<file path="src/rtl/rgm_pkg.sv">
// Package for the regularized Gram matrix block.
// Holds sizes, the lower-triangle entry order and the structs passed between stages.
// No dependencies.
package rgm_pkg;

  localparam int RowCount   = 4;
  localparam int NumCols    = 4;
  localparam int NumEntries = 10;
  localparam int SampW      = 16;
  localparam int ProdW      = 2 * SampW + 1;
  localparam int AccW       = 35;
  localparam int CntW       = 6;
  localparam int IdxW       = $clog2(NumEntries);
  localparam int NoiseW     = 32;
  localparam int ColW       = $clog2(NumCols);

  localparam logic [CntW-1:0] LastRow   = CntW'(RowCount - 1);
  localparam logic [IdxW-1:0] LastEntry = IdxW'(NumEntries - 1);

  typedef logic signed [SampW-1:0] samp_t;
  typedef logic [AccW-1:0] acc_t;

  typedef struct packed {
    logic                             valid;
    logic                             last;
    logic [NumEntries-1:0][ProdW-1:0] re;
    logic [NumEntries-1:0][ProdW-1:0] im;
  } prod_bus_t;

  typedef struct packed {
    logic            valid;
    logic [IdxW-1:0] idx;
    acc_t            re;
    acc_t            im;
  } head_t;

  // column-major lower triangle: (0,0) (1,0) (2,0) (3,0) (1,1) (2,1) (3,1) (2,2) (3,2) (3,3)
  function automatic logic [ColW-1:0] ent_row(input logic [IdxW-1:0] idx);
    logic [ColW-1:0] r;
    case (idx) inside
      4'd0:             r = 2'd0;
      4'd1, 4'd4:       r = 2'd1;
      4'd2, 4'd5, 4'd7: r = 2'd2;
      4'd3, 4'd6, 4'd8,
      4'd9:             r = 2'd3;
      default:          r = 2'd0;
    endcase
    return r;
  endfunction

  function automatic logic [ColW-1:0] ent_col(input logic [IdxW-1:0] idx);
    logic [ColW-1:0] c;
    case (idx) inside
      4'd0, 4'd1, 4'd2, 4'd3: c = 2'd0;
      4'd4, 4'd5, 4'd6:       c = 2'd1;
      4'd7, 4'd8:             c = 2'd2;
      4'd9:                   c = 2'd3;
      default:                c = 2'd0;
    endcase
    return c;
  endfunction

endpackage

</file>
<file path="src/rtl/rgm_accum.sv">
// Ten complex accumulators and the result bank that holds a finished matrix.
// Depends on rgm_pkg.
module rgm_accum
  import rgm_pkg::*;
(
  input  logic      clk_i,
  input  logic      rst_ni,
  input  prod_bus_t prod_i,
  input  logic      pop_i,
  output logic      hold_o,
  output head_t     head_o
);

  acc_t            acc_re_q  [NumEntries];
  acc_t            acc_im_q  [NumEntries];
  acc_t            sum_re    [NumEntries];
  acc_t            sum_im    [NumEntries];
  acc_t            bank_re_q [NumEntries];
  acc_t            bank_im_q [NumEntries];
  logic            full_q;
  logic [IdxW-1:0] idx_q;
  logic            take;

  assign hold_o = prod_i.valid & prod_i.last & full_q;
  assign take   = prod_i.valid & !hold_o;

  always_comb begin
    for (int e = 0; e < NumEntries; e++) begin
      sum_re[e] = acc_re_q[e] + {{(AccW-ProdW){prod_i.re[e][ProdW-1]}}, prod_i.re[e]};
      sum_im[e] = acc_im_q[e] + {{(AccW-ProdW){prod_i.im[e][ProdW-1]}}, prod_i.im[e]};
    end
  end

  always_ff @(posedge clk_i or negedge rst_ni) begin
    if (!rst_ni) begin
      full_q <= 1'b0;
      idx_q  <= '0;
      for (int e = 0; e < NumEntries; e++) begin
        acc_re_q[e] <= '0;
        acc_im_q[e] <= '0;
      end
    end else begin
      if (take) begin
        for (int e = 0; e < NumEntries; e++) begin
          acc_re_q[e] <= prod_i.last ? '0 : sum_re[e];
          acc_im_q[e] <= prod_i.last ? '0 : sum_im[e];
        end
      end
      if (take && prod_i.last) begin
        full_q <= 1'b1;
      end else if (pop_i && idx_q == LastEntry) begin
        full_q <= 1'b0;
      end
      if (pop_i) begin
        idx_q <= (idx_q == LastEntry) ? '0 : idx_q + 1'b1;
      end
    end
  end

  // bank shifts toward slot 0 as entries leave
  always_ff @(posedge clk_i) begin
    if (take && prod_i.last) begin
      bank_re_q <= sum_re;
      bank_im_q <= sum_im;
    end else if (pop_i) begin
      for (int e = 0; e < NumEntries - 1; e++) begin
        bank_re_q[e] <= bank_re_q[e+1];
        bank_im_q[e] <= bank_im_q[e+1];
      end
    end
  end

  assign head_o.valid = full_q;
  assign head_o.idx   = idx_q;
  assign head_o.re    = bank_re_q[0];
  assign head_o.im    = bank_im_q[0];

endmodule

</file>
<file path="config.mk">
export PLATFORM = sky130hd
export DESIGN_NAME = rgm_accum
export DESIGN_NICKNAME = d
export VERILOG_FILES = /design/src/rtl/rgm_pkg.sv /design/src/rtl/rgm_accum.sv
export SDC_FILE = /design/constraint.sdc
export NUM_CORES = 2
export LEC_CHECK = 0
export ABC_AREA = 1
export BUFFER_PORTS_ARGS = -buffer_cell sky130_fd_sc_hd__buf_2
export CAP_MARGIN = 30
export CELL_PAD_IN_SITES_DETAIL_PLACEMENT = 1
export CELL_PAD_IN_SITES_GLOBAL_PLACEMENT = 1
export CORE_AREA = 2 2 529 400
export DETAILED_ROUTE_END_ITERATION = 12
export DIE_AREA = 0 0 531 402
export PLACE_DENSITY = 0.84
export SETUP_SLACK_MARGIN = 0.2
export SYNTH_ARGS = -nofsm -noshare
export SYNTH_HDL_FRONTEND = slang
export SYNTH_SLANG_ARGS = --single-unit
</file>
<file path="constraint.sdc">
create_clock -name clk_i -period 23.3 [get_ports clk_i]
set_input_delay 3.495 -clock clk_i [delete_from_list [all_inputs] [get_ports clk_i]]
set_output_delay 3.495 -clock clk_i [all_outputs]
set_load 0.01 [all_outputs]
</file>
==> run summary <==
The setup fix buffers added after clock tree synthesis is 0. Entering global routing, the biggest net connects 214 pins. The launching element type of the critical path is a primary input. The length of the first detailed-routing pass in iterations is 6. The total area inside the core boundary comes to 209,200 µm². The global routing stage identified its most utilized layer as met2. The average routed wire per standard cell is 24.06 µm. The leftover overflow at the end of global routing came out at 0.

Counting the fill cells in the layout gives between 20,000 and 30,000. Across every metal layer, demand over resource in global routing totals 0.3964. The routability congestion estimate from global placement came out at between 1 and 1.5.

The die area came out at around 210,000 µm². The share of the synthesized area in the top cell type came out at 0.2072. The via count of the first global-routing pass came out at roughly 110k. The DRC violation count after routing came out at 0.

TritonCTS built the clock tree. Dividing the final minimum period by the clock period gives 0.3407. For met3 alone, demand over resource in global routing was 0.06054.

The flow ran to the end, and the final reports show no timing, DRC or antenna violations. In this run the critical register-to-register path is launched from full_q. The path class of the tightest hold or removal check is reg2reg.

Broken down by cell family, the worst path's largest delay share belongs to buffers and inverters. The slew of the pin with the lowest slew margin is around 1200 ps. In this run the horizontal extent of the chip is approximately 530 µm. Of the cells placed in the final design, the portion with a size suffix greater than 1 is 0.07005. The critical path endpoint category is a flip-flop. By area the synthesized netlist is led by sky130_fd_sc_hd__nand2_1 (21%), sky130_fd_sc_hd__edfxtp_1 (21%), sky130_fd_sc_hd__dfrtp_1 (17%), sky130_fd_sc_hd__ha_1 (8.4%), sky130_fd_sc_hd__inv_1 (6.0%). The height of the chip is ~400 µm. The maximum net fanout on the critical path came out at between 150 and 200. The first-pass GRT wire length is around 650,000 µm. The final number of hold-violating endpoints was 0. Counting flops with a built-in enable in the synthesized netlist gives 700. The tree is rooted in a sky130_fd_sc_hd__clkbuf_16. The layout-stage area growth over the synthesis result came out at 11.60%. The post-synthesis sequential element count came out at 1,405.

The worst register-to-register path has a setup slack of roughly 18,000 ps. The final setup TNS came out at 0 ps. The post-route clock skew came out at approximately 42 ps. The prevailing post-synth register cell is sky130_fd_sc_hd__dfrtp_1. The worst slew slack as a fraction of its limit came out at 0.1959. The post-cts hold buffer count came out at 0. Sorting the synthesized cells by how often they occur yields sky130_fd_sc_hd__nand2_1 (5,605), sky130_fd_sc_hd__inv_1 (1,616), sky130_fd_sc_hd__nor2_1 (1,098), sky130_fd_sc_hd__nand3_1 (1,066), sky130_fd_sc_hd__o21ai_0 (905). The total half-perimeter wirelength after legalization and detailed placement came out at roughly 340,000 µm. The number of standard-cell rows in the floorplan is between 100 and 150. The number of instances in the synthesized netlist is approximately 14,000. The proportion of synthesized chip area in sequential cells is 0.3808. The met2 track demand over resource in global routing is 0.6029. The port buffer count is 740. The most repeated cell in the gate-level netlist after synthesis is sky130_fd_sc_hd__nand2_1.

Across the VDD grid, the largest voltage drop is ~68 µV. The max-slew violation count came out at 0. The power density normalized to cell area is 136.8 nW/µm².

Walking the worst path, the cells encountered are buf_2, nand2_1, nor2_2, nor2_2, nand2_8, inv_8, or2_4, buf_12, buf_4, buf_16, buf_4. The initial detailed-routing violation count is ~9,300. The static power due to leakage came out at 59.05 nW. In this run, post-CTS repair resized a total of 0 instances. The number of clock sinks is roughly 1,400.

The fmax is about 130 MHz. When the netlist entered floorplanning its net count stood at 15,856. The count of endpoints failing setup in the final report came out at 0. Measured on the finished design, the core utilization comes to 0.5417. Counting along the longest clock path gives a buffer depth of 4. The clock-pin transition on the worst setup and hold timing paths is 60 ps.

For this run, global-route usage on met1 was measured as 0.5323. The routed wire length is 434,900 µm. The average vias per placed instance came out at a little under 6.

In this run the worst setup path begins at prod_i[660]. The count of cell types in the netlist came out at 29. Yosys printed 0 warnings. The startpoint of the most critical hold path is acc_re_q[33].

The remaining antenna violation count after routing came out at 0. At the worst endpoint, the required time is between 20,000 and 25,000 ps. The worst setup path is of the in2reg kind. Registers take between 30,000 and 40,000 µm².

The number of buffers created by CTS is 166. Setup repair after global routing left no endpoint under its margin. Data on the critical path arrives at its endpoint at 8380 ps. The net count reported at finish is 16,454. The number of ports placed on the die boundary is 741.

The max capacitance violation total came out at 0. The synthesized area per cell is 7.006 µm². The synthesized design spends more area on one cell type than any other, namely sky130_fd_sc_hd__nand2_1. The total standard cell area after synthesis is about 100,000 µm². The footprint of the multi-input gates came out at approximately 55,000 µm². The slowest stage of the critical path is the sky130_fd_sc_hd__buf_4 cell. The largest incremental delay on the critical path is around 750 ps.

The time the final worst path needs with I/O delays and setup came out at just under 8000 ps. The buffering stage count on the worst path with inverters included is 6. Across all layers, the routed design uses approximately 100k vias.

The later pin in the worst-skew pair is clocked with a latency of 850 ps. The share of flip-flops with an asynchronous set or reset is 0.5018. The number of antenna violations at the first check in global routing was 63. The maximum level of the CTS H-tree is 4. The initial core utilization is 0.4854.
[logic make-up after synthesis]
kind of cell | Yosys count | synth area share
buffers and inverters | 1984 | 0.07928
xor gates and xnor gates | 322 | 0.02778
adders and majority gates | 700 | 0.08774
AOI/OAI and AO/OA | 1802 | 0.09363
DFF | 1405 | 0.3808
and+or+nand+nor | 8278 | 0.3308
[through the flow]
stage	cell area, µm²	cells	total power, mW	worst slack, ps	hold slack [ps]
after floorplan	101500	14491	9.567	10810	452.8
after global placement	107300	17724	11.90	14420	465.4
after detailed placement	107300	17724	12.32	14290	471.4
after CTS	112900	18020	15.26	15150	487.3
after global routing	113300	18073	16.48	15130	502.6
final	113300	18077	15.50	15360	485.6
[final cells by class]
| cell class | instances | share of cell area |
|---|---|---|
| antenna | 48 | 0.001060 |
| clock buffer | 209 | 0.03935 |
| clock inverter | 87 | 0.01074 |
| inverter | 1620 | 0.05386 |
| multi-input combinational | 11102 | 0.4840 |
| sequential | 1405 | 0.3412 |
| tap | 2812 | 0.03105 |
| timing repair buffer | 794 | 0.03871 |
[where the power goes]
| part | internal (mW) | switching, mW |
|---|---|---|
| clock network | 1.67 | 1.18 |
| logic | 2.57 | 5.80 |
| registers | 3.64 | 0.639 |
[sequential cells by signal, indices dropped and copies added (netlist names)]
name and flops:
bank_re_q 315, full_q 1, acc_re_q 350, acc_im_q 350, head_o 70, idx_q 4
bank_im_q 315
[worst paths after layout]
path / to / cells past startpoint
worst max-delay path: bank_re_q[151] / 11
worst min-delay path: acc_re_q[33] / 2
worst max register to register: bank_re_q[151] / 10
worst min register to register: acc_re_q[33] / 2
max in group asynchronous: acc_im_q[213] / 4
min in group asynchronous: acc_re_q[236] / 1
[worst min-delay path: stages (launching register included)]
cell	delay (ps)
sky130_fd_sc_hd__dfrtp_1	340
sky130_fd_sc_hd__nand2_1	50
sky130_fd_sc_hd__nand2_1	60
[metal layers]
layer / vias up / wire length (µm)
met4: 8 / 28200
met2: 4017 / 190400
met5: - / 44
met3: 921 / 32670
met1: 51379 / 183600
li1: 48131 / -
[layout by cell type (no fill, tap or decap), types with 23 or more instances in the layout]
cell,netlist,layout
sky130_fd_sc_hd__dfrtp_1,705,705
sky130_fd_sc_hd__o21a_1,34,34
sky130_fd_sc_hd__clkbuf_1,116,32
sky130_fd_sc_hd__a21oi_1,711,711
sky130_fd_sc_hd__xor2_1,118,118
sky130_fd_sc_hd__nand3_1,1066,1066
sky130_fd_sc_hd__o21ai_0,905,905
sky130_fd_sc_hd__nand2_1,5605,5605
sky130_fd_sc_hd__nand4_1,82,82
sky130_fd_sc_hd__o21bai_1,98,98
sky130_fd_sc_hd__nor3_1,233,233
sky130_fd_sc_hd__bufinv_16,0,28
sky130_fd_sc_hd__inv_1,1616,1616
sky130_fd_sc_hd__and2_1,28,28
sky130_fd_sc_hd__ha_1,680,680
sky130_fd_sc_hd__buf_2,127,739
sky130_fd_sc_hd__clkbuf_16,0,169
sky130_fd_sc_hd__buf_4,72,38
sky130_fd_sc_hd__nand3b_1,156,156
sky130_fd_sc_hd__clkinv_2,0,23
sky130_fd_sc_hd__diode_2,0,48
sky130_fd_sc_hd__nor2_1,1098,1097
sky130_fd_sc_hd__edfxtp_1,700,700
sky130_fd_sc_hd__a21boi_0,36,36
sky130_fd_sc_hd__xnor2_1,204,204
No activity file was read; power rests on OpenSTA's default activity.
